**src/rtl/usbdfu_pkg.sv**
```systemverilog
// ----------------------------------------------------------------------------
// USB DFU request state machine package
// Word types, DFU state, status, action and request codes shared by the
// decision logic and the top level.
// ----------------------------------------------------------------------------
package usbdfu_pkg;

  // Event codes of an input word.
  localparam logic [2:0] OP_CONTROL    = 3'd0;
  localparam logic [2:0] OP_DN_DATA    = 3'd1;
  localparam logic [2:0] OP_WRITE_DONE = 3'd2;
  localparam logic [2:0] OP_READ_DONE  = 3'd3;
  localparam logic [2:0] OP_UP_SENT    = 3'd4;
  localparam logic [2:0] OP_SERVICE    = 3'd5;

  // DFU class request codes (bRequest).
  localparam logic [7:0] REQ_DETACH    = 8'd0;
  localparam logic [7:0] REQ_DNLOAD    = 8'd1;
  localparam logic [7:0] REQ_UPLOAD    = 8'd2;
  localparam logic [7:0] REQ_GETSTATUS = 8'd3;
  localparam logic [7:0] REQ_CLRSTATUS = 8'd4;
  localparam logic [7:0] REQ_GETSTATE  = 8'd5;
  localparam logic [7:0] REQ_ABORT     = 8'd6;

  // DFU 1.1 state numbers.
  localparam logic [3:0] ST_IDLE     = 4'd2;
  localparam logic [3:0] ST_DN_SYNC  = 4'd3;
  localparam logic [3:0] ST_DN_BUSY  = 4'd4;
  localparam logic [3:0] ST_DN_IDLE  = 4'd5;
  localparam logic [3:0] ST_MAN_SYNC = 4'd6;
  localparam logic [3:0] ST_MAN      = 4'd7;
  localparam logic [3:0] ST_MAN_WAIT = 4'd8;
  localparam logic [3:0] ST_UP_IDLE  = 4'd9;
  localparam logic [3:0] ST_ERROR    = 4'd10;

  // DFU 1.1 status codes.
  localparam logic [3:0] SS_OK       = 4'd0;
  localparam logic [3:0] SS_WRITE    = 4'd3;
  localparam logic [3:0] SS_ADDRESS  = 4'd8;
  localparam logic [3:0] SS_FIRMWARE = 4'd10;
  localparam logic [3:0] SS_UNKNOWN  = 4'd14;

  // Action codes of a result word.
  localparam logic [3:0] ACT_ACK     = 4'd0;
  localparam logic [3:0] ACT_STALL   = 4'd1;
  localparam logic [3:0] ACT_STATUS  = 4'd2;
  localparam logic [3:0] ACT_STATE   = 4'd3;
  localparam logic [3:0] ACT_RECEIVE = 4'd4;
  localparam logic [3:0] ACT_READ    = 4'd5;
  localparam logic [3:0] ACT_WRITE   = 4'd6;
  localparam logic [3:0] ACT_UPLOAD  = 4'd7;
  localparam logic [3:0] ACT_ZLP     = 4'd8;
  localparam logic [3:0] ACT_NONE    = 4'd9;

  // Poll timeouts reported with a status reply.
  localparam logic [6:0] POLL_SHORT = 7'd1;
  localparam logic [6:0] POLL_LONG  = 7'd100;

  // Fixed reply lengths.
  localparam logic [15:0] LEN_STATUS = 16'd6;
  localparam logic [15:0] LEN_STATE  = 16'd1;

  // Configuration register indexes.
  localparam logic [1:0] CFG_PAGE_SIZE_LOG2 = 2'd0;
  localparam logic [1:0] CFG_FIRST_PAGE     = 2'd1;
  localparam logic [1:0] CFG_PAGE_LIMIT     = 2'd2;

  localparam logic [3:0] PAGE_SIZE_LOG2_RST = 4'd7;

  typedef struct packed {
    logic [2:0]  operation;
    logic [7:0]  request_code;
    logic        to_host;
    logic [15:0] setup_value;
    logic [15:0] setup_length;
    logic        mem_failed;
  } usbdfu_in_t;

  typedef struct packed {
    logic [3:0]  action;
    logic [3:0]  dfu_state_out;
    logic [3:0]  dfu_status_out;
    logic [6:0]  poll_timeout;
    logic [31:0] page_number;
    logic [15:0] transfer_length;
    logic        reboot;
  } usbdfu_out_t;

  // Protocol context kept between events.
  typedef struct packed {
    logic [3:0]  dfu_state;
    logic [3:0]  dfu_status;
    logic [31:0] block_counter;
    logic        memory_busy;
  } usbdfu_ctx_t;

  // Configuration register contents.
  typedef struct packed {
    logic [3:0]  page_size_log2;
    logic [31:0] first_page;
    logic [31:0] page_limit;
  } usbdfu_cfg_t;

endpackage

```
**src/rtl/usb_dfu_request_state_machine.sv**
```systemverilog
// ----------------------------------------------------------------------------
// USB DFU request state machine
// Device side of the DFU 1.1 request protocol: one result word per event.
// ----------------------------------------------------------------------------
// The block takes one event word per clock while in_stall_o is low and
// returns exactly one result word for it from a register. The decision
// is made in a single pass from the stored DFU context and the incoming
// word, and the context is updated at the same edge, so a new event may
// follow in the very next cycle. A result register with a one-word skid
// stage sits on the output: in_stall_o rises only when both are full, and
// it is driven from a register. Configuration registers are written
// through the plain write port and take effect on the next event.
module usb_dfu_request_state_machine (
  input  logic                     clk_i,
  input  logic                     rst_ni,
  // Configuration write port.
  input  logic                     cfg_we_i,
  input  logic [1:0]               cfg_index_i,
  input  logic [31:0]              cfg_data_i,
  // Event words.
  input  logic                     in_valid_i,
  output logic                     in_stall_o,
  input  usbdfu_pkg::usbdfu_in_t   in_data_i,
  // Result words.
  output logic                     out_valid_o,
  input  logic                     out_stall_i,
  output usbdfu_pkg::usbdfu_out_t  out_data_o
);
  import usbdfu_pkg::*;

  usbdfu_cfg_t cfg_q;
  usbdfu_ctx_t ctx_q;
  usbdfu_ctx_t ctx_d;
  usbdfu_out_t result;
  usbdfu_out_t out_q;
  usbdfu_out_t skid_q;
  logic        out_valid_q;
  logic        skid_valid_q;
  logic        in_accept;

  assign in_stall_o  = skid_valid_q;
  assign in_accept   = in_valid_i && !skid_valid_q;
  assign out_valid_o = out_valid_q;
  assign out_data_o  = out_q;

  // Configuration registers; indexes beyond the list are ignored.
  always_ff @(posedge clk_i or negedge rst_ni) begin
    if (!rst_ni) begin
      cfg_q.page_size_log2 <= PAGE_SIZE_LOG2_RST;
      cfg_q.first_page     <= '0;
      cfg_q.page_limit     <= '0;
    end else if (cfg_we_i) begin
      unique case (cfg_index_i)
        CFG_PAGE_SIZE_LOG2: cfg_q.page_size_log2 <= cfg_data_i[3:0];
        CFG_FIRST_PAGE:     cfg_q.first_page     <= cfg_data_i;
        CFG_PAGE_LIMIT:     cfg_q.page_limit     <= cfg_data_i;
        default: ;
      endcase
    end
  end

  // Event decision.
  usbdfu_decide u_decide (
    .ctx_i  (ctx_q),
    .cfg_i  (cfg_q),
    .word_i (in_data_i),
    .ctx_o  (ctx_d),
    .word_o (result)
  );

  // Protocol context, updated on every accepted word.
  always_ff @(posedge clk_i or negedge rst_ni) begin
    if (!rst_ni) begin
      ctx_q.dfu_state     <= ST_IDLE;
      ctx_q.dfu_status    <= SS_OK;
      ctx_q.block_counter <= '0;
      ctx_q.memory_busy   <= 1'b0;
    end else if (in_accept) begin
      ctx_q <= ctx_d;
    end
  end

  // Output register with a one-word skid stage.
  always_ff @(posedge clk_i or negedge rst_ni) begin
    if (!rst_ni) begin
      out_valid_q  <= 1'b0;
      skid_valid_q <= 1'b0;
    end else if (!out_valid_q || !out_stall_i) begin
      if (skid_valid_q) begin
        out_valid_q  <= 1'b1;
        skid_valid_q <= 1'b0;
      end else begin
        out_valid_q <= in_accept;
      end
    end else if (in_accept) begin
      skid_valid_q <= 1'b1;
    end
  end

  // Result payload registers.
  always_ff @(posedge clk_i) begin
    if (!out_valid_q || !out_stall_i) begin
      if (skid_valid_q) begin
        out_q <= skid_q;
      end else if (in_accept) begin
        out_q <= result;
      end
    end else if (in_accept) begin
      skid_q <= result;
    end
  end

endmodule

```
**src/rtl/usbdfu_decide.sv**
```systemverilog
// ----------------------------------------------------------------------------
// USB DFU event decision logic
// Works out, for one event word, the next protocol context and the result
// word, from the present context and the configuration.
// ----------------------------------------------------------------------------
module usbdfu_decide (
  input  usbdfu_pkg::usbdfu_ctx_t ctx_i,
  input  usbdfu_pkg::usbdfu_cfg_t cfg_i,
  input  usbdfu_pkg::usbdfu_in_t  word_i,
  output usbdfu_pkg::usbdfu_ctx_t ctx_o,
  output usbdfu_pkg::usbdfu_out_t word_o
);
  import usbdfu_pkg::*;

  logic [15:0] page_bytes;
  logic [31:0] next_block;
  logic        block_wrap;
  logic        setup_zero;

  // Page size in bytes; the largest page, 32 KiB, still fits 16 bits.
  assign page_bytes = 16'd1 << cfg_i.page_size_log2;

  // Block counter from wValue, carried into the upper half when the low
  // half wraps from all ones to zero.
  assign block_wrap = (ctx_i.block_counter[15:0] == 16'hffff) && (word_i.setup_value == 16'd0);
  assign next_block = block_wrap ? {ctx_i.block_counter[31:16] + 16'd1, 16'd0}
                                 : {ctx_i.block_counter[31:16], word_i.setup_value};

  assign setup_zero = (word_i.setup_value == 16'd0);

  always_comb begin
    ctx_o  = ctx_i;
    word_o = '0;
    word_o.action = ACT_NONE;

    unique case (word_i.operation)
      OP_CONTROL: begin
        word_o.action = ACT_STALL;
        if (word_i.request_code == REQ_UPLOAD && word_i.to_host) begin
          // Upload request: only from the idle and upload-idle states with the memory free.
          if ((ctx_i.dfu_state == ST_UP_IDLE || ctx_i.dfu_state == ST_IDLE) &&
              !ctx_i.memory_busy) begin
            ctx_o.dfu_state = ST_UP_IDLE;
            if (word_i.setup_length != page_bytes) begin
              ctx_o.dfu_status = SS_FIRMWARE;
              ctx_o.dfu_state  = ST_ERROR;
            end else begin
              ctx_o.block_counter = next_block;
              if (next_block >= cfg_i.page_limit) begin
                ctx_o.dfu_status = SS_ADDRESS;
                ctx_o.dfu_state  = ST_ERROR;
              end else begin
                ctx_o.memory_busy      = 1'b1;
                word_o.action          = ACT_READ;
                word_o.page_number     = next_block + cfg_i.first_page;
                word_o.transfer_length = page_bytes;
              end
            end
          end
        end else if (word_i.request_code == REQ_GETSTATUS) begin
          // Status poll also moves the synchronisation and manifestation states on.
          if (setup_zero && word_i.to_host && word_i.setup_length == LEN_STATUS) begin
            word_o.poll_timeout = POLL_LONG;
            if (ctx_i.dfu_state == ST_DN_SYNC) begin
              ctx_o.dfu_state     = ST_DN_IDLE;
              word_o.poll_timeout = POLL_SHORT;
            end else if (ctx_i.dfu_state == ST_MAN_SYNC) begin
              ctx_o.dfu_state     = ST_MAN;
              word_o.poll_timeout = POLL_SHORT;
            end else if (ctx_i.dfu_state == ST_MAN) begin
              ctx_o.dfu_state     = ST_MAN_WAIT;
              word_o.poll_timeout = POLL_SHORT;
              word_o.reboot       = 1'b1;
            end
            word_o.action          = ACT_STATUS;
            word_o.transfer_length = LEN_STATUS;
          end
        end else if (word_i.request_code == REQ_CLRSTATUS ||
                     word_i.request_code == REQ_ABORT) begin
          // Clear or abort returns to idle; the busy flag is left alone.
          if (setup_zero && !word_i.to_host && word_i.setup_length == 16'd0) begin
            ctx_o.dfu_status    = SS_OK;
            ctx_o.dfu_state     = ST_IDLE;
            ctx_o.block_counter = '0;
            word_o.action       = ACT_ACK;
          end
        end else if (word_i.request_code == REQ_GETSTATE) begin
          if (setup_zero && word_i.to_host && word_i.setup_length == LEN_STATE) begin
            word_o.action          = ACT_STATE;
            word_o.transfer_length = LEN_STATE;
          end
        end else if (word_i.request_code == REQ_DNLOAD && !word_i.to_host) begin
          // Download request: a zero length starts manifestation.
          if ((ctx_i.dfu_state == ST_DN_IDLE || ctx_i.dfu_state == ST_IDLE) &&
              !ctx_i.memory_busy) begin
            ctx_o.dfu_state = ST_ERROR;
            if (word_i.setup_length == 16'd0) begin
              ctx_o.dfu_state = ST_MAN_SYNC;
              word_o.action   = ACT_ACK;
            end else if (word_i.setup_length > page_bytes) begin
              ctx_o.dfu_status = SS_FIRMWARE;
            end else begin
              ctx_o.block_counter    = next_block;
              word_o.action          = ACT_RECEIVE;
              word_o.page_number     = next_block + cfg_i.first_page;
              word_o.transfer_length = word_i.setup_length;
            end
          end
        end
      end

      OP_DN_DATA: begin
        ctx_o.dfu_state        = ST_DN_BUSY;
        ctx_o.memory_busy      = 1'b1;
        word_o.action          = ACT_WRITE;
        word_o.page_number     = ctx_i.block_counter + cfg_i.first_page;
        word_o.transfer_length = page_bytes;
      end

      OP_WRITE_DONE: begin
        ctx_o.memory_busy = 1'b0;
        if (ctx_i.dfu_state == ST_DN_BUSY) begin
          if (word_i.mem_failed) begin
            ctx_o.dfu_status = SS_WRITE;
            ctx_o.dfu_state  = ST_ERROR;
          end else begin
            ctx_o.dfu_state = ST_DN_SYNC;
          end
        end
      end

      OP_READ_DONE: begin
        ctx_o.memory_busy = 1'b0;
        if (word_i.mem_failed) begin
          ctx_o.dfu_status = SS_UNKNOWN;
          ctx_o.dfu_state  = ST_ERROR;
          word_o.action    = ACT_ZLP;
        end else begin
          word_o.action          = ACT_UPLOAD;
          word_o.transfer_length = page_bytes;
        end
      end

      default: begin
        // Upload sent, service events and unused codes change nothing.
        word_o.action = ACT_NONE;
      end
    endcase

    word_o.dfu_state_out  = ctx_o.dfu_state;
    word_o.dfu_status_out = ctx_o.dfu_status;
  end

endmodule
```
**config.mk**
```make
export PLATFORM = sky130hd
export DESIGN_NAME = usb_dfu_request_state_machine
export DESIGN_NICKNAME = d
export VERILOG_FILES = /design/src/rtl/usbdfu_pkg.sv /design/src/rtl/usb_dfu_request_state_machine.sv /design/src/rtl/usbdfu_decide.sv
export SDC_FILE = /design/constraint.sdc
export NUM_CORES = 1
export LEC_CHECK = 0
export ABC_CLOCK_PERIOD_IN_PS = 12400
export BUFFER_PORTS_ARGS = -buffer_cell sky130_fd_sc_hd__clkbuf_2
export CAP_MARGIN = 20
export CORE_MARGIN = 8
export CORE_UTILIZATION = 45
export CTS_BUF_LIST = sky130_fd_sc_hd__clkbuf_8
export DETAILED_ROUTE_END_ITERATION = 8
export GPL_ROUTABILITY_DRIVEN = 0
export SYNTH_ARGS = -nofsm -noshare
export SYNTH_HDL_FRONTEND = slang
export SYNTH_SLANG_ARGS = --single-unit
```
**constraint.sdc**
```tcl
create_clock -name clk_i -period 12.4 [get_ports clk_i]
set_input_delay 1.24 -clock clk_i [delete_from_list [all_inputs] [get_ports clk_i]]
set_output_delay 1.24 -clock clk_i [all_outputs]
set_load 0.05 [all_outputs]
```
# After elaboration in Yosys (flattened, before gate mapping)
# Index checks and enable logic that the tools add are counted.
word_totals:
  ff_bits: 247
  in_bits: 84
  wordCells: 182
  out_inout_bits: 70
op_classes:
  n_shift: 1
  order_cmp: 2
  n_mux: 82
  reduce_logical: 37
  add_sub_neg: 3
  bitwise: 1
  n_eq_ne: 33
ops:
  columns: ["operator", "count"]
  rows:
  - ["$mux W48", 9]
  - ["$mux W40", 6]
  - ["$mux W68", 2]
  - ["$mux W32", 4]
  - ["$mux W4", 19]
  - ["$mux W36", 2]
  - ["$add A32 B32 Y32", 2]
  - ["$pmux W32 S2", 1]
  - ["$mux W7", 7]
  - ["$mux W16", 3]
  - ["$pmux W16 S3", 1]
  - ["$mux W41", 1]
  - ["$mux W33", 1]
  - ["$ge A32 B32 Y1", 1]
  - ["$logic_not A16 Y1", 2]
  - ["$eq A8 B3 Y1 const B", 3]
  - ["$mux W8", 3]
  - ["$pmux W4 S3", 2]
  - ["$add A16 B1 Y16 const B", 1]
  - ["$eq A16 B1 Y1 const B", 1]
  - ["$eq A16 B16 Y1 const B", 1]
  - ["$eq A16 B3 Y1 const B", 1]
  - ["$eq A4 B3 Y1 const B", 4]
  - ["$eq A8 B2 Y1 const B", 2]
  - ["32 further kinds", 80]

# Logic depth before layout (Yosys ltp)
# Gate-level depths: netlist of the first run.
depth:
  word_depth: 15
  depth_mapped: 22

# Modules after synthesis
# Synthesis of the first run repeated with hierarchy kept, for this count alone.
hier_totals:
  hier_cells: 1541
  hier_area_um2: 16565.9
by_module_without_submodules:
  columns: ["mod", "instances", "cells_each", "area_each_um2", "seq_area_each_um2"]
  rows:
  - ["usb_dfu_request_state_machine", 1, 453, 9362.7, 6866.6]
  - ["usbdfu_decide", 1, 1088, 7203.2, 0.0]

# Least setup slack after synthesis of the first run
# OpenSTA, ideal clock, no wires.
synth_path:
  path_kind: "input port to flip-flop"
  startpoint: "in in_data_i[27] (netlist name)"
  endpoint: "reg out_q, in the netlist out_data_o[38], data pin"
  path_buffers: 6
  stages: 22
  setup_time_ps: 260
  path_slack_ps: 6184
  t_arrival_ps: 5956
  t_required_ps: 12140
  path_cell_list: "clkbuf_1 nor4_1 and4_1 clkbuf_1 nand2_1 or4_1 clkbuf_1 nor3_1 xor2_1 ha_1 and4_1 and2_1 nand3_1 or4_1 o221a_1 buf_2 a32oi_2 nand2b_1 buf_4 buf_4 o22ai_2 mux2_2"
synth_rtl:
  columns: ["item", "line_no", "rtl"]
  rows:
  - ["start, declared", "usb_dfu_request_state_machine.sv:23", "input usbdfu_pkg::usbdfu_in_t in_data_i,"]
  - ["end signal, assigned", "usb_dfu_request_state_machine.sv:104", "out_q <= skid_q;"]
  - ["end signal, assigned", "usb_dfu_request_state_machine.sv:106", "out_q <= result;"]
  - ["end, declared", "usb_dfu_request_state_machine.sv:35", "usbdfu_out_t out_q;"]

==> impl_metrics.py, run 1 <==
metrics = {
    "outcome": {
        "status": "finished clean",
    },
    "clock_tree": {
        "post_cts_resized": 0,
        "clock-sinks": 237,
        "root_buffer": "clkbuf_8",
        "cts.reportedPaths.clkPinSlew_ns": 0.06,
        "h-tree-depth": 2,
        "clkLatencyLatePin_ns": 0.58,
        "cts_tree": "built",
        "cts_setup_buffers": 0,
        "cts_buffers": 43,
        "cts.hold.buffers_added": 0,
        "clk_path_buf_depth": 3,
    },
    "detailed_routing": {
        "wl_per_cell_um": 20.2,
        "routed_wl_um": 43300,
        "via_count": 12484,
        "via_per_inst": 5.83,
        "drtAntennaViolNets": 0,
        "first_iter_violations": 1077,
        "post-route-drc-count": 0,
        "dr.pass1.iters": 5,
    },
    "synth": {
        "yosys.cell_types.count": 90,
        "synth_area_leaders": "edfxtp_1 (24%), dfrtp_1 (17%), mux2_2 (8.8%)",
        "netlist_instances": 1541,
        "synth_area_per_cell_um2": 10.1,
        "synth_common_cells": "nand2_1 (161), edfxtp_1 (126), mux2_2 (121)",
        "yosys_warnings": 0,
        "async_flop_share_pct": 46.8,
        "synth_top_cell_by_area": "edfxtp_1",
        "yosysMostFrequentCell": "nand2_1",
        "netlist.area_leader.share_pct": 24.3,
        "netlist_area_mm2": 0.0156,
        "synth-main-ff-cell": "edfxtp_1",
        "yosys_register_bits": 237,
        "synth_edf_count": 126,
        "ys_seq_area_share_pct": 42.2,
    },
    "grt": {
        "grt_pass1_vias": 12096,
        "antenna_found_initial": 0,
        "grt_remaining_overflow": 0,
        "grt_max_degree": 60,
        "grt_pass1_wl_um": 68500,
        "grtUsageTotal_pct": 20.7,
    },
    "sta": {
        "hold_slack_ns": 0.500,
        "fmax_mhz": 144,
        "report.final.setup_viol": 0,
        "finalHoldViolCount": 0,
        "fin_skew_ns": 0.0281,
        "tightestPinTransition_ns": 1.05,
        "slew_headroom_pct": 29.9,
        "period_share_pct": 55.9,
        "rsz0062_at_grt": "false",
        "slew_violations": 0,
        "setup_tns_ns": 0,
        "period_minus_slack_ns": 6.93,
    },
    "placement": {
        "hpwlAfterDp_um": 33100,
        "io_buffer_count": 150,
        "dpl-instance-area_mm2": 0.0166,
    },
    "final_layout": {
        "fill_cells": 3236,
        "seqCellArea_mm2": 0.00657,
        "drive_above_1_share_pct": 22.9,
        "fin_nets": 1833,
        "multi_input_area_mm2": 0.00837,
        "syn_to_final_growth_pct": 12.4,
        "design_area_mm2": 0.0175,
        "antennaDiodeCount": 0,
    },
    "floorplan": {
        "rows": 68,
        "chipWidth_um": 202,
        "die_h_um": 202,
        "core_mm2": 0.0343,
        "initial_core_util_pct": 45.4,
        "num_io_pins": 154,
        "die-area_mm2": 0.0408,
    },
    "critical_path": {
        "crit_required_ns": 12.72,
        "cp-start-kind": "input pin",
        "arrival_ns": 7.25,
        "path_class": "in2reg",
        "worstSetupEndpointType": "flip-flop",
        "critPathMaxFanout": 26,
    },
    "hold_path": {
        "hold_path.class": "reg2reg",
    },
    "power_and_ir_drop": {
        "total_power_mw": 2.39,
        "power.density_mw_per_mm2": 137,
        "ir_worst_vdd_uv": 86.6,
        "leakage_nw": 7.58,
    },
    "job": {
        "cap_violations": 0,
    },
}
==> through the flow <==
stage | setup WS [ns] | instances | utilization [%]
6_report | 5.47 | 2142 | 51.0
5_1_grt | 5.17 | 2142 | 51.0
4_1_cts | 5.59 | 2141 | 50.9
3_5_place_dp | 4.97 | 2064 | 48.4
3_3_place_gp | 5.17 | 2064 | 48.4
2_1_floorplan | 6.18 | 1543 | -
==> power by group <==
part / switching, mW / leakage (nW) / internal [mW]
Clock: 0.337 / 0.485 / 0.405
Sequential: 0.0831 / 2.58 / 0.924
Combinational: 0.398 / 4.51 / 0.243
Total: 0.818 / 7.58 / 1.57
==> sequential cells by signal, indices dropped and copies added (netlist names) <==
name and cells:
in_stall_o 1, skid_q 63, cfg_q 68, out_valid_o 1
ctx_q 41, out_data_o 63
==> worst paths after layout <==
check | start | depth (start not counted) | endpoint | slack [ns]
min reg2reg | ctx_q[14] | 2 | ctx_q[14] | 0.50
max | in_data_i[23] | 18 | out_data_o[19] | 5.47
max in group asynchronous | rst_ni | 2 | out_valid_o | 10.42
min in group asynchronous | rst_ni | 1 | cfg_q[10] | 0.72
max reg2reg | ctx_q[8] | 17 | out_data_o[19] | 6.28
min | ctx_q[14] | 2 | ctx_q[14] | 0.50
==> cell families after synthesis <==
logic type               count (synthesis)  share of synthesized area (%)
AND/OR/NAND/NOR                        447                           14.2
AO/OA/AOI/OAI                          378                           17.1
flip-flops                             237                           42.2
buffers and inverters                  160                           4.13
multiplexers                           126                           9.08
adder cells (fa/ha/maj)                103                           8.24
XOR/XNOR                                89                           5.01
other                                    1                         0.0241
==> per-layer routing <==
metal  wire, um  track usage (%)
met1      20400             29.3
met2      19100             32.0
met3       2740             3.76
met4        992             6.08
met5          0                0
==> cell usage in the layout (no fill, tap or decap), types with 10 or more instances in the layout <==
cell	n
o21ai_1	10
nor4_1	13
a21oi_1	75
ha_1	92
o211ai_1	10
o22ai_2	12
o21ai_0	66
xor2_1	30
clkbuf_2	149
edfxtp_1	126
o31ai_1	20
nor3_1	30
nand4_1	24
inv_1	74
nand3_1	53
nand2b_1	16
and3_1	10
clkbuf_8	49
a21o_1	36
o22ai_1	10
nor2_1	66
a211oi_1	14
a31oi_1	20
nand2_1	161
nor2b_1	12
buf_4	14
a22o_1	16
xnor2_1	59
mux2_2	121
dfrtp_1	107
==> critical path, cell delays in order <==
cell	delay, ns
clkbuf_2	0.22
nor4_1	0.52
and4_1	0.55
nand2_1	0.36
or4_1	0.73
nor3_1	0.29
xor2_1	0.16
ha_1	0.32
and4_1	0.19
and2_1	0.16
nand3_1	0.11
or4_1	0.52
o221a_1	0.39
a32oi_2	0.49
nand2b_1	0.17
buf_4	0.34
o22ai_1	0.18
mux2_2	0.29
==> final cells by class <==
cell class                      count  area share [%]
Sequential cell                   237            37.6
Clock buffer                       49            3.86
Timing Repair Buffer              164            4.98
Multi-Input combinational cell   1146            47.9
Inverter                           63            1.35
Clock inverter                     28            1.07
Tap cell                          455            3.26
Power figures use the tool's default switching activity.
==> inputs of run 2 (changes only) <==
Settings changed: ABC_AREA from default to 1, ABC_CLOCK_PERIOD_IN_PS 12400 to 6800.
Clock period 12.4 ns to 6.8 ns, I/O delays scaled along.
==> run 2 against run 1 <==
Clock-buffer cell count down 2. First-iteration DRC count is 26% higher. Combinational power up 55%. Sequential share of layout area decreased by 2.4 points. Synthesized cell count up 49%. Total power increased by 72%. Worst hold slack worse by 0.40 ns. Critical path type is now reg2reg. Via count is 28% higher. Critical path depth is 2 higher. Core utilization hardly changed. Die area grew 6.8%. Clock power rose by 78%.
==> impl_metrics.py, run 2 <==
metrics = {
    "synth": {
        "synth_area_per_cell_um2": 7.29,
        "netlist_instances": 2289,
        "synth-main-ff-cell": "edfxtp_1",
        "synth_compound_area_share_pct": 13.7,
        "async_flop_share_pct": 46.8,
        "synth_area_leaders": "edfxtp_1 (23%), dfrtp_1 (16%), nand2_1 (15%)",
        "synthMuxAreaShare_pct": 0.195,
        "yosysMostFrequentCell": "nand2_1",
        "synth_top_cell_by_area": "edfxtp_1",
        "yosys.cell_types.count": 59,
        "synth_top_family_by_area": "simple AND/OR/NAND/NOR gates",
        "synth_edf_count": 126,
        "netlist.area_leader.share_pct": 22.7,
        "yosys_warnings": 0,
        "yosys.area_share.simple_pct": 29.1,
        "synthAdderAreaFrac_pct": 7.13,
        "synth_common_cells": "nand2_1 (677), inv_1 (287), nor2_1 (200)",
        "yosys_register_bits": 237,
        "netlist_area_mm2": 0.0167,
        "ys_seq_area_share_pct": 39.3,
        "synth_xor_area_share_pct": 1.78,
    },
    "detailed_routing": {
        "dr.pass1.iters": 5,
        "post-route-drc-count": 0,
        "routed_wl_um": 52800,
        "wl_per_cell_um": 18.1,
        "via_count": 16027,
        "drtAntennaViolNets": 0,
        "via_per_inst": 5.48,
        "first_iter_violations": 1358,
    },
    "clock_tree": {
        "h-tree-depth": 2,
        "cts_setup_buffers": 0,
        "cts_buffers": 42,
        "cts.reportedPaths.clkPinSlew_ns": 0.06,
        "cts_tree": "built",
        "post_cts_resized": 0,
        "cts.hold.buffers_added": 0,
        "clock-sinks": 237,
        "root_buffer": "clkbuf_8",
        "clk_path_buf_depth": 3,
        "clkLatencyLatePin_ns": 0.63,
    },
    "sta": {
        "setup_tns_ns": 0,
        "period_share_pct": 70.8,
        "finalHoldViolCount": 0,
        "fmax_mhz": 208,
        "report.final.setup_viol": 0,
        "slew_violations": 0,
        "setup_ws_ns": 1.99,
        "hold_slack_ns": 0.102,
        "rsz0062_at_grt": "false",
        "slew_headroom_pct": 37.8,
        "period_minus_slack_ns": 4.81,
        "fin_skew_ns": 0.0405,
        "tightestPinTransition_ns": 0.929,
    },
    "power_and_ir_drop": {
        "ir_worst_vdd_uv": 126,
        "power.density_mw_per_mm2": 220,
        "leakage_nw": 9.32,
    },
    "final_layout": {
        "drive_above_1_share_pct": 11.3,
        "layout_common_cells": "nand2_1 (677), inv_1 (300), nor2_1 (199), o21ai_0 (182), clkbuf_2 (149)",
        "fin_nets": 2604,
        "postLayoutCoreUtil_pct": 51.0,
        "largest_reg_flops": 68,
        "final_common_cell": "nand2_1",
        "syn_to_final_growth_pct": 11.8,
        "antennaDiodeCount": 0,
        "regMostFlops": "cfg_q",
    },
    "grt": {
        "grt_pass1_vias": 15332,
        "grt_pass1_wl_um": 82900,
        "grt_max_degree": 74,
        "grt_remaining_overflow": 0,
        "grtUsageTotal_pct": 23.8,
        "antenna_found_initial": 2,
    },
    "floorplan": {
        "rows": 70,
        "die-area_mm2": 0.0435,
        "core_mm2": 0.0366,
        "chipWidth_um": 209,
        "num_io_pins": 154,
        "initial_core_util_pct": 45.6,
        "die_h_um": 209,
    },
    "critical_path": {
        "r2r_slack_ns": 1.99,
        "crit_required_ns": 7.30,
        "cp-start-kind": "flip-flop",
        "timing.rr.start": "ctx_q[2]",
        "critPathMaxFanout": 19,
        "arrival_ns": 5.31,
        "rr_worst_depth": 20,
        "r2r_end": "out_data_o[26]",
        "worstSetupEndpointType": "flip-flop",
        "path_class": "reg2reg",
    },
    "job": {
        "cap_violations": 0,
    },
    "placement": {
        "hpwlAfterDp_um": 40600,
        "io_buffer_count": 150,
        "dp_slack_ns": 1.56,
    },
    "hold_path": {
        "hold_path.class": "in2async",
    },
    "outcome": {
        "status": "finished clean",
    },
}
## run 2: worst max-delay path by stage
stage	to	slack, ns	startpoint
floorplan	out_data_o[0]	2.17	in_stall_o
global placement	out_data_o[40]	1.77	in_data_i[18]
detailed placement	out_data_o[21]	1.56	in_data_i[18]
CTS	out_data_o[21]	2.05	ctx_q[2]
global route	out_data_o[29]	1.65	ctx_q[2]
finish	out_data_o[26]	1.99	ctx_q[2]
## run 2: routing by layer
| layer | GRT usage (%) | vias up | wire length (um) |
|---|---|---|---|
| met5 | 0 | - | 26 |
| met4 | 7.87 | 2 | 1500 |
| met3 | 5.03 | 99 | 4550 |
| met2 | 37.7 | 722 | 23300 |
| met1 | 32.2 | 7318 | 23500 |
| li1 | - | 7886 | - |
## run 2: logic make-up (layout without fill, tap and decap cells)
kind of cell	count (synthesis)	count (layout)
and+or+nand+nor	1143	1143
AOI/OAI and AO/OA	407	407
buffers and inverters	370	535
DFF	237	237
adders and majority gates	94	94
xor gates and xnor gates	34	34
muxes	3	3
other	1	3
## run 2: critical path, cell delays in order, from the launching register on
cell and delay (ns):
dfrtp_1 0.42, nand4_1 0.20, nor2_1 0.14, nand2_1 0.08, nor2_1 0.72, nand4_1 0.30
nor3_1 0.26, xor2_1 0.18, inv_1 0.10, ha_1 0.19, a21oi_1 0.13, o21ai_0 0.09
nand2_1 0.07, nand2_1 0.05, a21oi_1 0.36, nand4_4 0.47, nand2_4 0.32, nand2_4 0.20
o21ai_1 0.24, nand2_1 0.07, nand2_1 0.08
## run 2: final cells by class
class / instances / area, um^2
repair buffers: 163 / 851
inverters: 298 / 1120
fillers: 3701 / 17900
multi-input cells: 1684 / 8720
flip-flops and latches: 237 / 6570
clock inverters: 27 / 180
clock buffers: 47 / 647
well taps: 468 / 586
## run 2: stage by stage
stage	total power [mW]	instance area, um^2	cells
3_3_place_gp	2.80	17800	2850
6_report	4.11	18700	2924
3_5_place_dp	2.80	17800	2850
5_1_grt	4.35	18700	2924
2_1_floorplan	2.48	16700	2291
4_1_cts	4.15	18700	2924
## run 2: where the power goes
group | switching [mW] | internal, mW | leakage, nW | total [mW]
clock network | 0.607 | 0.712 | 0.467 | 1.32
registers | 0.123 | 1.67 | 2.64 | 1.79
logic | 0.709 | 0.286 | 6.21 | 0.995
==> inputs of run 3 (changes only) <==
Settings changed: ABC_CLOCK_PERIOD_IN_PS 6800 to 5030.
Clock period 6.8 ns to 5.03 ns, I/O delays scaled along.
==> run 3 against run 2 <==
Highest routed layer is now met4. Sequential share of layout area about the same. Non-clock buffer count grew 3. Setup slack got worse by 1.5 ns. First-iteration DRC count down 1.3%. Register-to-register slack got worse by 1.5 ns. Global-route usage is 0.21 points higher. Final cell count about the same. Final area shrank 0.14%. Combinational power increased by 36%. Wire length down 0.27%. Largest cell class unchanged. Critical path depth increased by 2. Largest power group unchanged.
==> impl_metrics.py, run 3 (synthesized netlist as in run 2, its figures left out) <==
metrics = {
    "grt": {
        "antenna_found_initial": 0,
        "grt_max_degree": 73,
        "grt_pass1_vias": 15397,
        "grtUsageTotal_pct": 24.0,
        "grt_remaining_overflow": 0,
        "grt_pass1_wl_um": 84300,
    },
    "critical_path": {
        "arrival_ns": 4.98,
        "worstSetupEndpointType": "flip-flop",
        "crit_chain": "nand4_1 -> nor2_1 -> nand2_1 -> nor2_1 -> buf_4 -> nand2_1 -> nor2_1 -> nand2_1 -> o21ai_0 -> inv_1 -> ha_1 -> a21oi_1 -> nor2_1 -> nor2_1 -> nand3_1 -> a21oi_1 -> nand4_4 -> a21oi_4 -> nand3_1 -> nand2_1 -> nand2_1 -> nand2_1",
        "slowest_delay_ns": 0.57,
        "crit_required_ns": 5.52,
        "cp-start-kind": "flip-flop",
        "cpMostUsedCell": "nand2_1",
        "cp_slowest_cell": "a21oi_1",
        "path_class": "reg2reg",
        "critPathMaxFanout": 19,
    },
    "clock_tree": {
        "clkLatencyLatePin_ns": 0.62,
        "clock-sinks": 237,
        "post_cts_resized": 0,
        "cts.reportedPaths.clkPinSlew_ns": 0.07,
        "clk_path_buf_depth": 3,
        "cts_buffers": 42,
        "h-tree-depth": 2,
        "cts.hold.buffers_added": 1,
        "cts_setup_buffers": 0,
        "root_buffer": "clkbuf_8",
        "cts_tree": "built",
    },
    "sta": {
        "period_minus_slack_ns": 4.50,
        "slew_headroom_pct": 38.1,
        "slew_violations": 0,
        "hold_slack_ns": 0.150,
        "setup_ws_ns": 0.534,
        "fin_skew_ns": 0.0369,
        "finalHoldViolCount": 0,
        "fmax_mhz": 222,
        "period_share_pct": 89.4,
        "report.final.setup_viol": 0,
        "tightestPinTransition_ns": 0.920,
        "rsz0062_at_grt": "false",
        "setup_tns_ns": 0,
    },
    "final_layout": {
        "fin_nets": 2607,
        "stdcell_count": 2925,
        "final_common_cell": "nand2_1",
        "multi_input_area_mm2": 0.00872,
        "regMostFlops": "cfg_q",
        "syn_to_final_growth_pct": 11.6,
        "largest_reg_flops": 68,
        "design_area_mm2": 0.0186,
        "fill_cells": 3718,
        "seqCellArea_mm2": 0.00657,
        "drive_above_1_share_pct": 11.4,
        "postLayoutCoreUtil_pct": 50.9,
        "layout_common_cells": "nand2_1 (677), inv_1 (302), nor2_1 (199), o21ai_0 (182), clkbuf_2 (149)",
        "antennaDiodeCount": 0,
    },
    "detailed_routing": {
        "wl_per_cell_um": 18.0,
        "routed_wl_um": 52700,
        "via_per_inst": 5.50,
        "post-route-drc-count": 0,
        "drtAntennaViolNets": 0,
        "dr.pass1.iters": 6,
        "first_iter_violations": 1340,
        "via_count": 16087,
    },
    "floorplan": {
        "rows": 70,
        "die_h_um": 209,
        "initial_core_util_pct": 45.6,
        "die-area_mm2": 0.0435,
        "core_mm2": 0.0366,
        "num_io_pins": 154,
        "chipWidth_um": 209,
    },
    "placement": {
        "io_buffer_count": 150,
        "dpl-instance-area_mm2": 0.0179,
        "dp.cells": 2852,
        "hpwlAfterDp_um": 40700,
        "dp_slack_ns": 0.355,
    },
    "outcome": {
        "status": "finished clean",
    },
    "power_and_ir_drop": {
        "leakage_nw": 9.33,
        "total_power_mw": 5.47,
        "power.density_mw_per_mm2": 294,
        "ir_worst_vdd_uv": 218,
    },
    "job": {
        "cap_violations": 0,
    },
    "hold_path": {
        "hold_path.class": "in2reg",
    },
}
-- run 3: worst paths after layout --
kind	slack [ns]	from	depth (start not counted)	to
max in group asynchronous	3.47	rst_ni	3	cfg_q[30]
min in group asynchronous	0.36	rst_ni	2	cfg_q[33]
worst max-delay path	0.53	ctx_q[1]	22	out_data_o[39]
worst max register to register	0.53	ctx_q[1]	22	out_data_o[39]
worst min register to register	0.48	cfg_q[23]	2	cfg_q[23]
worst min-delay path	0.15	cfg_data_i[15]	3	cfg_q[47]
-- run 3: area by class of cell --
cell class,instances,share of cell area (%)
inverter,298,6.01
clock inverter,26,0.765
clock buffer,46,3.40
multi-input combinational,1684,46.8
timing repair buffer,166,4.70
tap,468,3.14
sequential,237,35.2
-- run 3: routing by layer --
layer | vias up | global-route usage, % | wire length (um) | share of wire (%)
met4 | 0 | 8.02 | 1670 | 3.2
li1 | 7897 | - | - | -
met5 | - | 0 | 0 | 0
met2 | 657 | 38.4 | 23300 | 44
met1 | 7415 | 32.5 | 23500 | 45
met3 | 118 | 4.52 | 4220 | 8.0
-- run 3: critical path, delay by kind of cell, from the launching register on --
kind | cells | cell delay, ns
compound gates | 4 | 1.37
buf+inv | 2 | 0.31
fa+ha+maj | 1 | 0.32
simple gates | 15 | 1.95
flops | 1 | 0.39
-- run 3: report_power, final --
group	internal, mW	leakage (nW)	switching, mW
Sequential	2.26	2.64	0.164
Clock	0.891	0.460	0.812
Combinational	0.389	6.22	0.960
